## src/hdl/qnm_pkg.sv

```systemverilog
// Shared types, constants and the step schedule for the quadrature NCO mixer.
package qnm_pkg;

    // Sample and oscillator formats
    localparam int SAMPLE_BITS   = 16;
    localparam int OSC_FRAC_BITS = 20;
    localparam int OSC_W         = OSC_FRAC_BITS + 2;   // Q2.F
    localparam int ROT_W         = SAMPLE_BITS + 1;     // rotated sample, negation safe
    localparam int MIX_W         = SAMPLE_BITS + 4;     // mix before the 1.1 gain
    localparam int MAG_W         = OSC_W + 3;           // squared magnitude, unsaturated

    // 1.95 in Q2.F, rounded
    localparam longint AMP_TARGET = (195 * (longint'(1) << OSC_FRAC_BITS) + 50) / 100;

    // 1.1 as a Q16 multiplier
    localparam int MIX_GAIN   = 72090;
    localparam int MIX_GAIN_W = 18;
    localparam int MIX_SHIFT  = 16;

    // Shared multiplier operand and accumulator widths
    localparam int OP_A_W = (OSC_W > MIX_W) ? OSC_W : MIX_W;
    localparam int OP_B_W = (OSC_W > MIX_GAIN_W) ? OSC_W : MIX_GAIN_W;
    localparam int PROD_W = OP_A_W + OP_B_W;
    localparam int ACC_W  = PROD_W + 1;

    // Configuration port
    localparam int CFG_IDX_W = 2;
    localparam int CFG_W     = OSC_W;
    localparam logic [CFG_IDX_W-1:0] REG_STEP_COS = 2'd0;
    localparam logic [CFG_IDX_W-1:0] REG_STEP_SIN = 2'd1;
    localparam logic [CFG_IDX_W-1:0] REG_QSHIFT_EN = 2'd2;

    // Sequencer
    localparam int STEP_W = 4;
    localparam logic [STEP_W-1:0] LAST_STEP = 4'd15;

    // Multiplier A operand selects
    localparam logic [2:0] A_VQ   = 3'd0;
    localparam logic [2:0] A_VI   = 3'd1;
    localparam logic [2:0] A_RI   = 3'd2;
    localparam logic [2:0] A_RQ   = 3'd3;
    localparam logic [2:0] A_GAIN = 3'd4;
    localparam logic [2:0] A_MI   = 3'd5;
    localparam logic [2:0] A_MQ   = 3'd6;

    // Multiplier B operand selects
    localparam logic [2:0] B_COS  = 3'd0;
    localparam logic [2:0] B_SIN  = 3'd1;
    localparam logic [2:0] B_VQ   = 3'd2;
    localparam logic [2:0] B_VI   = 3'd3;
    localparam logic [2:0] B_OQ   = 3'd4;
    localparam logic [2:0] B_OI   = 3'd5;
    localparam logic [2:0] B_MIXK = 3'd6;

    // Finalize operations (round, saturate, write back)
    localparam logic [3:0] FIN_NONE = 4'd0;
    localparam logic [3:0] FIN_OQ   = 4'd1;
    localparam logic [3:0] FIN_OI   = 4'd2;
    localparam logic [3:0] FIN_MAG  = 4'd3;
    localparam logic [3:0] FIN_GAIN = 4'd4;
    localparam logic [3:0] FIN_MI   = 4'd5;
    localparam logic [3:0] FIN_MQ   = 4'd6;
    localparam logic [3:0] FIN_VQ   = 4'd7;
    localparam logic [3:0] FIN_VI   = 4'd8;
    localparam logic [3:0] FIN_OUTI = 4'd9;
    localparam logic [3:0] FIN_OUTQ = 4'd10;

    typedef struct packed {
        logic signed [SAMPLE_BITS-1:0] in_i;
        logic signed [SAMPLE_BITS-1:0] in_q;
        logic                          block_start;
    } t_in_item;

    typedef struct packed {
        logic signed [SAMPLE_BITS-1:0] out_i;
        logic signed [SAMPLE_BITS-1:0] out_q;
        logic                          saturated;
    } t_out_item;

    // Per-cycle control from the sequencer.
    // a_sel/b_sel/first/neg belong to the product issued this cycle;
    // fin acts on the accumulator as it stands this cycle.
    typedef struct packed {
        logic [2:0] a_sel;
        logic [2:0] b_sel;
        logic       first;
        logic       neg;
        logic [3:0] fin;
    } t_ctl;

    // A product issued at a step passes the product register, then the accumulator register, before fin sees it.
    function automatic t_ctl step_ctl(input logic [STEP_W-1:0] step);
        t_ctl c;
        c = '{a_sel: A_VQ, b_sel: B_COS, first: 1'b1, neg: 1'b0, fin: FIN_NONE};
        case (step)
            4'd0:  begin c.a_sel = A_VQ;   c.b_sel = B_COS;  end
            4'd1:  begin c.a_sel = A_VI;   c.b_sel = B_SIN;  c.first = 1'b0; c.neg = 1'b1; end
            4'd2:  begin c.a_sel = A_VI;   c.b_sel = B_COS;  end
            4'd3:  begin c.a_sel = A_VQ;   c.b_sel = B_SIN;  c.first = 1'b0; c.fin = FIN_OQ; end
            4'd4:  begin c.a_sel = A_VQ;   c.b_sel = B_VQ;   end
            4'd5:  begin c.a_sel = A_VI;   c.b_sel = B_VI;   c.first = 1'b0; c.fin = FIN_OI; end
            4'd6:  begin c.a_sel = A_RI;   c.b_sel = B_OQ;   end
            4'd7:  begin c.a_sel = A_RQ;   c.b_sel = B_OI;   c.first = 1'b0; c.fin = FIN_MAG; end
            4'd8:  begin c.a_sel = A_RQ;   c.b_sel = B_OQ;   c.fin = FIN_GAIN; end
            4'd9:  begin c.a_sel = A_RI;   c.b_sel = B_OI;   c.first = 1'b0; c.neg = 1'b1;
                         c.fin = FIN_MI; end
            4'd10: begin c.a_sel = A_GAIN; c.b_sel = B_OQ;   end
            4'd11: begin c.a_sel = A_GAIN; c.b_sel = B_OI;   c.fin = FIN_MQ; end
            4'd12: begin c.a_sel = A_MI;   c.b_sel = B_MIXK; c.fin = FIN_VQ; end
            4'd13: begin c.a_sel = A_MQ;   c.b_sel = B_MIXK; c.fin = FIN_VI; end
            4'd14: begin c.fin = FIN_OUTI; end
            4'd15: begin c.fin = FIN_OUTQ; end
            default: begin c.fin = FIN_NONE; end
        endcase
        return c;
    endfunction

endpackage

```

## src/hdl/qnm_seq.sv

```systemverilog
// Step sequencer: idle / run / hand-off states and the step counter.
module qnm_seq (
    input  logic             i_clk,
    input  logic             i_rst_n,
    input  logic             i_start,
    input  logic             i_out_free,
    output logic             o_in_ready,
    output logic             o_load,
    output qnm_pkg::t_ctl    o_ctl
);

    localparam logic [1:0] ST_IDLE = 2'd0;
    localparam logic [1:0] ST_RUN  = 2'd1;
    localparam logic [1:0] ST_DONE = 2'd2;

    logic [1:0]                  r_state, n_state;
    logic [qnm_pkg::STEP_W-1:0]  r_step, n_step;

    always_comb begin
        n_state = r_state;
        n_step  = r_step;
        case (r_state)
            ST_IDLE: begin
                n_step = '0;
                if (i_start) begin
                    n_state = ST_RUN;
                end
            end
            ST_RUN: begin
                n_step = r_step + 1'b1;
                if (r_step == qnm_pkg::LAST_STEP) begin
                    n_state = ST_DONE;
                end
            end
            ST_DONE: begin
                if (i_out_free) begin
                    n_state = ST_IDLE;
                end
            end
            default: begin
                n_state = ST_IDLE;
            end
        endcase
    end

    always_ff @(posedge i_clk) begin
        if (!i_rst_n) begin
            r_state <= ST_IDLE;
            r_step  <= '0;
        end else begin
            r_state <= n_state;
            r_step  <= n_step;
        end
    end

    always_comb begin
        o_ctl = qnm_pkg::step_ctl(r_step);
        if (r_state != ST_RUN) begin
            o_ctl.fin = qnm_pkg::FIN_NONE;
        end
    end

    assign o_in_ready = (r_state == ST_IDLE);
    assign o_load     = (r_state == ST_DONE) && i_out_free;

endmodule

```

## src/hdl/qnm_mac.sv

```systemverilog
// Shared signed multiplier with a registered product and an accumulator behind it.
module qnm_mac (
    input  logic                                 i_clk,
    input  logic signed [qnm_pkg::OP_A_W-1:0]    i_a,
    input  logic signed [qnm_pkg::OP_B_W-1:0]    i_b,
    input  logic                                 i_first,
    input  logic                                 i_neg,
    output logic signed [qnm_pkg::ACC_W-1:0]     o_acc
);

    logic signed [qnm_pkg::PROD_W-1:0] r_prod;
    logic                              r_first;
    logic                              r_neg;
    logic signed [qnm_pkg::ACC_W-1:0]  r_acc;
    logic signed [qnm_pkg::ACC_W-1:0]  prod_x;
    logic signed [qnm_pkg::ACC_W-1:0]  base;

    assign prod_x = qnm_pkg::ACC_W'(r_prod);
    assign base   = r_first ? '0 : r_acc;

    always_ff @(posedge i_clk) begin
        r_prod  <= qnm_pkg::PROD_W'(i_a * i_b);
        r_first <= i_first;
        r_neg   <= i_neg;
        r_acc   <= r_neg ? (base - prod_x) : (base + prod_x);
    end

    assign o_acc = r_acc;

endmodule

```

## src/hdl/quadrature_nco_mixer_unit.sv

```systemverilog
// Top level of the quadrature NCO mixer: Fs/4 rotation, recursive oscillator, mix.
//
//  channel | signals                                  | transfer
//  --------+------------------------------------------+-------------------------------
//  input   | i_in_valid, o_in_ready, i_in_data        | transaction when valid & ready
//  output  | o_out_valid, i_out_ready, o_out_data     | transaction when valid & ready
//  config  | i_cfg_we, i_cfg_idx, i_cfg_data          | write when i_cfg_we, no wait
//
// One input transaction occupies the block from its accepting edge to the next possible
// one: 16 run steps (14 products through the single multiplier, one product per step,
// plus two steps of pipeline drain), a hand-off state that loads the output register,
// then the idle state with o_in_ready high. The output register takes the result on
// the edge that leaves hand-off.
// A full output register that is not taken holds the sequencer in hand-off.
// Synchronous active-low reset loads the config defaults, quarter phase 0 and
// the oscillator vector (1.0, 0); no clearing pass is needed.
module quadrature_nco_mixer_unit (
    input  logic                                 i_clk,
    input  logic                                 i_rst_n,
    input  logic                                 i_in_valid,
    output logic                                 o_in_ready,
    input  qnm_pkg::t_in_item                    i_in_data,
    output logic                                 o_out_valid,
    input  logic                                 i_out_ready,
    output qnm_pkg::t_out_item                   o_out_data,
    input  logic                                 i_cfg_we,
    input  logic [qnm_pkg::CFG_IDX_W-1:0]        i_cfg_idx,
    input  logic [qnm_pkg::CFG_W-1:0]            i_cfg_data
);

    localparam int S     = qnm_pkg::SAMPLE_BITS;
    localparam int F     = qnm_pkg::OSC_FRAC_BITS;
    localparam int OW    = qnm_pkg::OSC_W;
    localparam int XW    = qnm_pkg::ACC_W + 1;   // accumulator plus rounding headroom
    localparam int GW    = qnm_pkg::MAG_W + 1;

    // Quarter-phase rotation codes
    localparam logic [1:0] QP_0   = 2'd0;
    localparam logic [1:0] QP_90  = 2'd1;
    localparam logic [1:0] QP_180 = 2'd2;
    localparam logic [1:0] QP_270 = 2'd3;

    localparam logic signed [OW-1:0] OSC_ONE = OW'(longint'(1) << F);
    localparam logic signed [OW-1:0] OSC_MAX = OW'((longint'(1) << (OW - 1)) - 1);
    localparam logic signed [OW-1:0] OSC_MIN = OW'(-(longint'(1) << (OW - 1)));
    localparam logic signed [S-1:0]  SMP_MAX = S'((longint'(1) << (S - 1)) - 1);
    localparam logic signed [S-1:0]  SMP_MIN = S'(-(longint'(1) << (S - 1)));

    localparam logic signed [XW-1:0] OSC_MAX_X = XW'((longint'(1) << (OW - 1)) - 1);
    localparam logic signed [XW-1:0] OSC_MIN_X = XW'(-(longint'(1) << (OW - 1)));
    localparam logic signed [XW-1:0] SMP_MAX_X = XW'((longint'(1) << (S - 1)) - 1);
    localparam logic signed [XW-1:0] SMP_MIN_X = XW'(-(longint'(1) << (S - 1)));
    localparam logic signed [XW-1:0] HALF_OSC  = XW'(longint'(1) << (F - 1));
    localparam logic signed [XW-1:0] HALF_MIX  = XW'(longint'(1) << (qnm_pkg::MIX_SHIFT - 1));

    localparam logic signed [GW-1:0] AMP_X     = GW'(qnm_pkg::AMP_TARGET);
    localparam logic signed [GW-1:0] OSC_MAX_G = GW'((longint'(1) << (OW - 1)) - 1);
    localparam logic signed [GW-1:0] OSC_MIN_G = GW'(-(longint'(1) << (OW - 1)));

    localparam logic signed [qnm_pkg::OP_B_W-1:0] MIX_K = qnm_pkg::OP_B_W'(qnm_pkg::MIX_GAIN);

    // Configuration
    logic signed [OW-1:0]  r_step_cos;
    logic signed [OW-1:0]  r_step_sin;
    logic                  r_qs_en;

    // Persistent state
    logic [1:0]            r_phase;
    logic signed [OW-1:0]  r_vi;
    logic signed [OW-1:0]  r_vq;

    // Working registers for one transaction
    logic signed [qnm_pkg::ROT_W-1:0] r_ri;
    logic signed [qnm_pkg::ROT_W-1:0] r_rq;
    logic signed [OW-1:0]             r_oq;
    logic signed [OW-1:0]             r_oi;
    logic signed [qnm_pkg::MAG_W-1:0] r_mag;
    logic signed [OW-1:0]             r_gain;
    logic signed [qnm_pkg::MIX_W-1:0] r_mi;
    logic signed [qnm_pkg::MIX_W-1:0] r_mq;
    logic signed [S-1:0]              r_res_i;
    logic signed [S-1:0]              r_res_q;
    logic                             r_clip;

    // Output register
    logic                  r_out_valid;
    qnm_pkg::t_out_item    r_out;

    // Sequencer hookup
    logic                  in_accept;
    logic                  out_free;
    logic                  seq_load;
    qnm_pkg::t_ctl         ctl;

    assign in_accept = i_in_valid && o_in_ready;
    assign out_free  = !r_out_valid || i_out_ready;

    qnm_seq u_seq (
        .i_clk      (i_clk),
        .i_rst_n    (i_rst_n),
        .i_start    (in_accept),
        .i_out_free (out_free),
        .o_in_ready (o_in_ready),
        .o_load     (seq_load),
        .o_ctl      (ctl)
    );

    // ---------------------------------------------------------------
    // Fs/4 rotation at input transaction time (no multiplier needed).
    // block_start forces phase 0; counter advances even when disabled.
    // ---------------------------------------------------------------
    logic [1:0]                       cur_phase;
    logic [1:0]                       rot_sel;
    logic signed [qnm_pkg::ROT_W-1:0] xi;
    logic signed [qnm_pkg::ROT_W-1:0] xq;
    logic signed [qnm_pkg::ROT_W-1:0] rot_i;
    logic signed [qnm_pkg::ROT_W-1:0] rot_q;

    assign cur_phase = i_in_data.block_start ? QP_0 : r_phase;
    assign rot_sel   = r_qs_en ? cur_phase : QP_0;
    assign xi        = qnm_pkg::ROT_W'(i_in_data.in_i);
    assign xq        = qnm_pkg::ROT_W'(i_in_data.in_q);

    always_comb begin
        case (rot_sel)
            QP_0:    begin rot_i = xi;  rot_q = xq;  end
            QP_90:   begin rot_i = -xq; rot_q = xi;  end
            QP_180:  begin rot_i = -xi; rot_q = -xq; end
            QP_270:  begin rot_i = xq;  rot_q = -xi; end
            default: begin rot_i = xi;  rot_q = xq;  end
        endcase
    end

    // ---------------------------------------------------------------
    // Shared multiplier operand muxes
    // ---------------------------------------------------------------
    logic signed [qnm_pkg::OP_A_W-1:0] op_a;
    logic signed [qnm_pkg::OP_B_W-1:0] op_b;
    logic signed [qnm_pkg::ACC_W-1:0]  acc;

    always_comb begin
        case (ctl.a_sel)
            qnm_pkg::A_VQ:   op_a = qnm_pkg::OP_A_W'(r_vq);
            qnm_pkg::A_VI:   op_a = qnm_pkg::OP_A_W'(r_vi);
            qnm_pkg::A_RI:   op_a = qnm_pkg::OP_A_W'(r_ri);
            qnm_pkg::A_RQ:   op_a = qnm_pkg::OP_A_W'(r_rq);
            qnm_pkg::A_GAIN: op_a = qnm_pkg::OP_A_W'(r_gain);
            qnm_pkg::A_MI:   op_a = qnm_pkg::OP_A_W'(r_mi);
            qnm_pkg::A_MQ:   op_a = qnm_pkg::OP_A_W'(r_mq);
            default:         op_a = '0;
        endcase
        case (ctl.b_sel)
            qnm_pkg::B_COS:  op_b = qnm_pkg::OP_B_W'(r_step_cos);
            qnm_pkg::B_SIN:  op_b = qnm_pkg::OP_B_W'(r_step_sin);
            qnm_pkg::B_VQ:   op_b = qnm_pkg::OP_B_W'(r_vq);
            qnm_pkg::B_VI:   op_b = qnm_pkg::OP_B_W'(r_vi);
            qnm_pkg::B_OQ:   op_b = qnm_pkg::OP_B_W'(r_oq);
            qnm_pkg::B_OI:   op_b = qnm_pkg::OP_B_W'(r_oi);
            qnm_pkg::B_MIXK: op_b = MIX_K;
            default:         op_b = '0;
        endcase
    end

    qnm_mac u_mac (
        .i_clk   (i_clk),
        .i_a     (op_a),
        .i_b     (op_b),
        .i_first (ctl.first),
        .i_neg   (ctl.neg),
        .o_acc   (acc)
    );

    // ---------------------------------------------------------------
    // Finalize: round half up (add half, arithmetic shift); oscillator and output
    // values are then clipped. The output gain stage shifts by 16, the other rounded values by F.
    // ---------------------------------------------------------------
    logic                  mix_fin;
    logic signed [XW-1:0]  rsum;
    logic signed [XW-1:0]  rnd;
    logic signed [OW-1:0]  osc_sat;
    logic signed [S-1:0]   smp_sat;
    logic                  smp_clip;
    logic signed [GW-1:0]  gdiff;
    logic signed [OW-1:0]  gain_sat;

    assign mix_fin = (ctl.fin == qnm_pkg::FIN_OUTI) || (ctl.fin == qnm_pkg::FIN_OUTQ);
    assign rsum    = XW'(acc) + (mix_fin ? HALF_MIX : HALF_OSC);
    assign rnd     = mix_fin ? (rsum >>> qnm_pkg::MIX_SHIFT) : (rsum >>> F);

    always_comb begin
        if (rnd > OSC_MAX_X) begin
            osc_sat = OSC_MAX;
        end else if (rnd < OSC_MIN_X) begin
            osc_sat = OSC_MIN;
        end else begin
            osc_sat = OW'(rnd);
        end

        smp_clip = 1'b1;
        if (rnd > SMP_MAX_X) begin
            smp_sat = SMP_MAX;
        end else if (rnd < SMP_MIN_X) begin
            smp_sat = SMP_MIN;
        end else begin
            smp_sat  = S'(rnd);
            smp_clip = 1'b0;
        end
    end

    // Amplitude control: 1.95 - |v|^2, clipped to Q2.F
    assign gdiff = AMP_X - GW'(r_mag);

    always_comb begin
        if (gdiff > OSC_MAX_G) begin
            gain_sat = OSC_MAX;
        end else if (gdiff < OSC_MIN_G) begin
            gain_sat = OSC_MIN;
        end else begin
            gain_sat = OW'(gdiff);
        end
    end

    // ---------------------------------------------------------------
    // Control and state registers (reset)
    // ---------------------------------------------------------------
    always_ff @(posedge i_clk) begin
        if (!i_rst_n) begin
            r_step_cos  <= OSC_ONE;
            r_step_sin  <= '0;
            r_qs_en     <= 1'b1;
            r_phase     <= QP_0;
            r_vi        <= OSC_ONE;
            r_vq        <= '0;
            r_out_valid <= 1'b0;
        end else begin
            if (i_cfg_we) begin
                case (i_cfg_idx)
                    qnm_pkg::REG_STEP_COS:  r_step_cos <= i_cfg_data;
                    qnm_pkg::REG_STEP_SIN:  r_step_sin <= i_cfg_data;
                    qnm_pkg::REG_QSHIFT_EN: r_qs_en    <= i_cfg_data[0];
                    default: ;
                endcase
            end
            if (in_accept) begin
                r_phase <= cur_phase + 2'd1;
            end
            if (ctl.fin == qnm_pkg::FIN_VQ) begin
                r_vq <= osc_sat;
            end
            if (ctl.fin == qnm_pkg::FIN_VI) begin
                r_vi <= osc_sat;
            end
            if (seq_load) begin
                r_out_valid <= 1'b1;
            end else if (i_out_ready) begin
                r_out_valid <= 1'b0;
            end
        end
    end

    // ---------------------------------------------------------------
    // Datapath registers (no reset)
    // ---------------------------------------------------------------
    always_ff @(posedge i_clk) begin
        if (in_accept) begin
            r_ri <= rot_i;
            r_rq <= rot_q;
        end
        case (ctl.fin)
            qnm_pkg::FIN_OQ:   r_oq    <= osc_sat;
            qnm_pkg::FIN_OI:   r_oi    <= osc_sat;
            qnm_pkg::FIN_MAG:  r_mag   <= qnm_pkg::MAG_W'(rnd);
            qnm_pkg::FIN_GAIN: r_gain  <= gain_sat;
            qnm_pkg::FIN_MI:   r_mi    <= qnm_pkg::MIX_W'(rnd);
            qnm_pkg::FIN_MQ:   r_mq    <= qnm_pkg::MIX_W'(rnd);
            qnm_pkg::FIN_OUTI: begin
                r_res_i <= smp_sat;
                r_clip  <= smp_clip;
            end
            qnm_pkg::FIN_OUTQ: begin
                r_res_q <= smp_sat;
                r_clip  <= r_clip | smp_clip;
            end
            default: ;
        endcase
        if (seq_load) begin
            r_out.out_i     <= r_res_i;
            r_out.out_q     <= r_res_q;
            r_out.saturated <= r_clip;
        end
    end

    assign o_out_valid = r_out_valid;
    assign o_out_data  = r_out;

`ifndef NO_ASSERTIONS
    // The block is busy for the whole run after taking a transaction
    a_busy_after_accept: assert property (@(posedge i_clk) disable iff (!i_rst_n)
        in_accept |=> !o_in_ready)
        else $error("input ready right after an input transaction");

    // A result only appears after the block has been working on an item
    a_result_after_work: assert property (@(posedge i_clk) disable iff (!i_rst_n)
        $rose(o_out_valid) |-> $past(!o_in_ready))
        else $error("result valid without a preceding run");

    // A clipped result must sit on a rail in at least one component
    a_clip_on_rail: assert property (@(posedge i_clk) disable iff (!i_rst_n)
        (o_out_valid && o_out_data.saturated) |->
            (o_out_data.out_i == SMP_MAX || o_out_data.out_i == SMP_MIN ||
             o_out_data.out_q == SMP_MAX || o_out_data.out_q == SMP_MIN))
        else $error("saturated flag without a clipped component");

    // block_start puts this item at phase 0, so the next one sees phase 1
    a_block_start_phase: assert property (@(posedge i_clk) disable iff (!i_rst_n)
        (in_accept && i_in_data.block_start) |=> (r_phase == QP_90))
        else $error("quarter phase not realigned by block start");
`endif

endmodule

```

## config.mk

```make
export PLATFORM = sky130hd
export DESIGN_NAME = quadrature_nco_mixer_unit
export DESIGN_NICKNAME = d
export VERILOG_FILES = /design/src/hdl/qnm_pkg.sv /design/src/hdl/qnm_seq.sv /design/src/hdl/qnm_mac.sv /design/src/hdl/quadrature_nco_mixer_unit.sv
export SDC_FILE = /design/constraint.sdc
export NUM_CORES = 2
export LEC_CHECK = 0
export BUFFER_PORTS_ARGS = -buffer_cell sky130_fd_sc_hd__buf_4
export CELL_PAD_IN_SITES_DETAIL_PLACEMENT = 1
export CELL_PAD_IN_SITES_GLOBAL_PLACEMENT = 2
export CORE_UTILIZATION = 42
export CTS_CLUSTER_SIZE = 10
export DETAILED_ROUTE_END_ITERATION = 10
export PLACE_DENSITY = 0.89
export SYNTH_ARGS = -nofsm -noshare
export SYNTH_HDL_FRONTEND = slang
export SYNTH_SLANG_ARGS = --single-unit
```

## constraint.sdc

```tcl
create_clock -name i_clk -period 12.9 [get_ports i_clk]
set_input_delay 1.935 -clock i_clk [delete_from_list [all_inputs] [get_ports i_clk]]
set_output_delay 1.935 -clock i_clk [all_outputs]
set_load 0.01 [all_outputs]
```

==> results.py <==
metrics = {
    "detailed_routing": {
        "drt_pass1_iterations": 5,
        "num_vias": 31540,
        "viasPerCell": 5.537,
        "drc": 0,
        "first_iter_violations": 2118,
        "wl_per_cell_um": 23.00,
        "wl_mm": 131.0,
        "ant_nets": 0,
    },
    "layout": {
        "diodes": 0,
        "nets": 5161,
        "n_fill_cell": 10820,
        "finish.utilization_pct": 46.72,
        "areaGrowthSynthToFinish_pct": 10.13,
        "drive_gt1_share_pct": 7.517,
    },
    "clock_tree": {
        "cts_setup_buffers": 0,
        "cts_tree": "built",
        "cts-root-buf": "clkbuf_16",
        "cts_resized": 0,
        "insertion_delay_ns": 0.63,
        "cts_htree_levels": 2,
        "cts_max_path_buffers": 3,
        "ctsHoldBuffers": 0,
        "clk_pin_slew_ns": 0.06,
        "cts.sinks": 420,
        "cts_buffers": 51,
    },
    "global_route": {
        "grt_overflow": 0,
        "antenna_found_initial": 1,
        "track_usage_pct": 28.00,
        "grt_pass1_vias": 33560,
        "grt_pass1_wl_mm": 203.6,
        "grt_start_max_net_pins": 100,
    },
    "floorplanning": {
        "initial_core_util_pct": 42.42,
        "core-area_um2": 93470,
        "num_rows": 112,
        "die-width_um": 309.3,
        "dieArea_um2": 95640,
        "die_height_um": 309.3,
        "top_level_ports": 97,
    },
    "worst_setup_path": {
        "critPathMostFrequentCell": "fa_1",
        "crit_fanout": 25,
        "endpoint_kind": "flip-flop",
        "start_kind": "flip-flop",
        "critical-path-slowest-cell": "nor2_1",
        "arrival_ns": 11.53,
        "cp.required_ns": 13.38,
        "crit_type": "reg -> reg",
        "slowest_delay_ns": 0.79,
    },
    "timing": {
        "tns_ns": 0,
        "hold_viol": 0,
        "skew_ns": 0.05668,
        "finalMaxSlewViolations": 0,
        "relSlewSlack_pct": 23.80,
        "setup_violations": 0,
        "fmax_ghz": 0.09052,
        "worst_slew_pin_slew_ns": 1.135,
        "rsz0062_at_grt": "no",
        "period_share_pct": 85.64,
        "layout_min_cycle_time_ns": 11.05,
    },
    "synthesis": {
        "synth_top_cell_area_share_pct": 25.35,
        "synth_edf_count": 231,
        "netlist_instances": 4360,
        "synth_cell_types": 82,
        "synth-seq-cells": 420,
        "syn_area_um2": 39650,
        "synth_top_flop_cell": "edfxtp_1",
        "yosysTopAreaCell": "fa_1",
        "syn_nets": 5114,
        "postSynthAreaPerCell_um2": 9.094,
        "async_flop_share_pct": 0,
        "synth_area_leaders": "fa_1 25%, edfxtp_1 17%, dfxtp_1 9.5%, nand2_1 6.6%, inv_1 6.2%",
        "ys.warnings.count": 0,
        "ys_seq_area_share_pct": 27.04,
    },
    "status": {
        "status": "finished clean",
    },
    "hold_path": {
        "hold_class": "reg -> reg",
    },
    "placed_design": {
        "portBuffers": 96,
        "gp_congestion": 0.9262,
        "hpwlAfterDp_mm": 102.1,
    },
    "power_and_ir_drop": {
        "vdd_drop_max_uv": 112.8,
        "powerDensity_nw_per_um2": 110.0,
        "leakage_nw": 18.96,
    },
    "run": {
        "drv_cap": 0,
    },
}
layout by cell type (no fill, tap or decap), types with 14 or more instances in the layout:
master	count
a21o_1	39
nand4_1	14
inv_1	650
ha_1	190
nand2b_1	36
a31oi_1	27
mux2i_1	46
a22oi_1	28
and2_1	52
nand3_1	82
or3_1	24
o21bai_1	15
o21ai_1	24
and3_1	27
dfxtp_1	189
o21a_1	29
nor2b_1	91
xnor2_1	140
a21oi_1	211
edfxtp_1	231
nor2_1	264
fa_1	502
xor2_1	66
o21ai_0	184
nor3_1	34
nand2_1	692
a21boi_2	17
a21boi_0	48
clkbuf_16	51
buf_4	192
clkbuf_1	25
per-stage QoR:
step           power [mW]  cell area (um2)  setup WS, ns  hold slack, ns  instances
4_1_cts             4.817            43670         2.014          0.4207       5697
3_5_place_dp        3.453            42130         2.242          0.4075       5608
3_3_place_gp        3.409            42130         2.314          0.4022       5608
2_1_floorplan       2.767            39650         3.772          0.4003       4360
5_1_grt             5.031            43670         1.355          0.4248       5697
6_report            4.805            43670         1.852          0.4180       5697
critical path: cells and delay by family (launching register included):
kind | cells | cell delay [ns]
fa+ha+maj | 9 | 4.43
compound gates | 12 | 3.42
simple gates | 6 | 1.74
buf+inv | 5 | 0.86
flops | 1 | 0.41
power breakdown:
group / switching, mW / internal, mW / leakage (nW)
Sequential: 0.131 / 1.59 / 3.64
Combinational: 1.13 / 0.601 / 14.6
Clock: 0.596 / 0.756 / 0.737
metal layers:
layer	track usage [%]	vias to the layer above	share of wire (%)
li1	-	14190	-
met3	4.119	251	6.5
met5	0	-	0.0099
met4	10.78	2	4.2
met2	46.12	1050	47
met1	37.19	16060	42
final timing paths:
kind / startpoint / slack (ns) / endpoint / depth (start not counted)
worst max-delay path: u_seq.r_step[1] / 1.85 / u_mac.r_prod[38] / 32
worst min-delay path: r_res_i[9] / 0.42 / o_out_data[26] / 0
worst max register to register: u_seq.r_step[1] / 1.85 / u_mac.r_prod[38] / 32
worst min register to register: r_res_i[9] / 0.42 / o_out_data[26] / 0
synth_stat cells, types with 29 or more instances:
library cell and n:
a21boi_0 48, a21oi_1 214, nor2b_1 91, edfxtp_1 231, o21a_1 29, nand2b_1 36, a21o_1 39, nor3_1 34
nand2_1 692, dfxtp_1 189, clkbuf_1 181, o21ai_0 200, and2_1 52, xnor2_1 140, a31oi_1 29, nand3_1 82
xor2_1 66, mux2i_1 46, fa_1 502, nor2_1 270, ha_1 190, inv_1 650
state kept, by name, indices dropped and copies added (netlist names), 20 cells and up:
name,count
u_mac.o_acc,45
r_gain,22
r_mag,25
r_mi,20
r_vq,22
r_oi,22
r_step_sin,22
r_step_cos,22
u_mac.r_prod,44
r_vi,22
r_oq,22
o_out_data,33
r_mq,20
logic make-up after synthesis:
family / Yosys count / share of synthesized area, %
mux: 47 / 1.190
flops: 420 / 27.04
fa+ha+maj: 692 / 31.34
buf+inv: 850 / 8.103
xor+xnor: 206 / 4.550
simple gates: 1372 / 15.43
compound gates: 773 / 12.34
layout make-up:
class	count	area (um2)	area share, %
Clock inverter	10	130.1	0.2980
Multi-Input combinational cell	3090	25930	59.38
Clock buffer	79	1411	3.232
Sequential cell	420	10720	24.55
Tap cell	1254	1569	3.593
Inverter	651	2444	5.596
Timing Repair Buffer	193	1461	3.347
(Power assumes the default switching activity.)
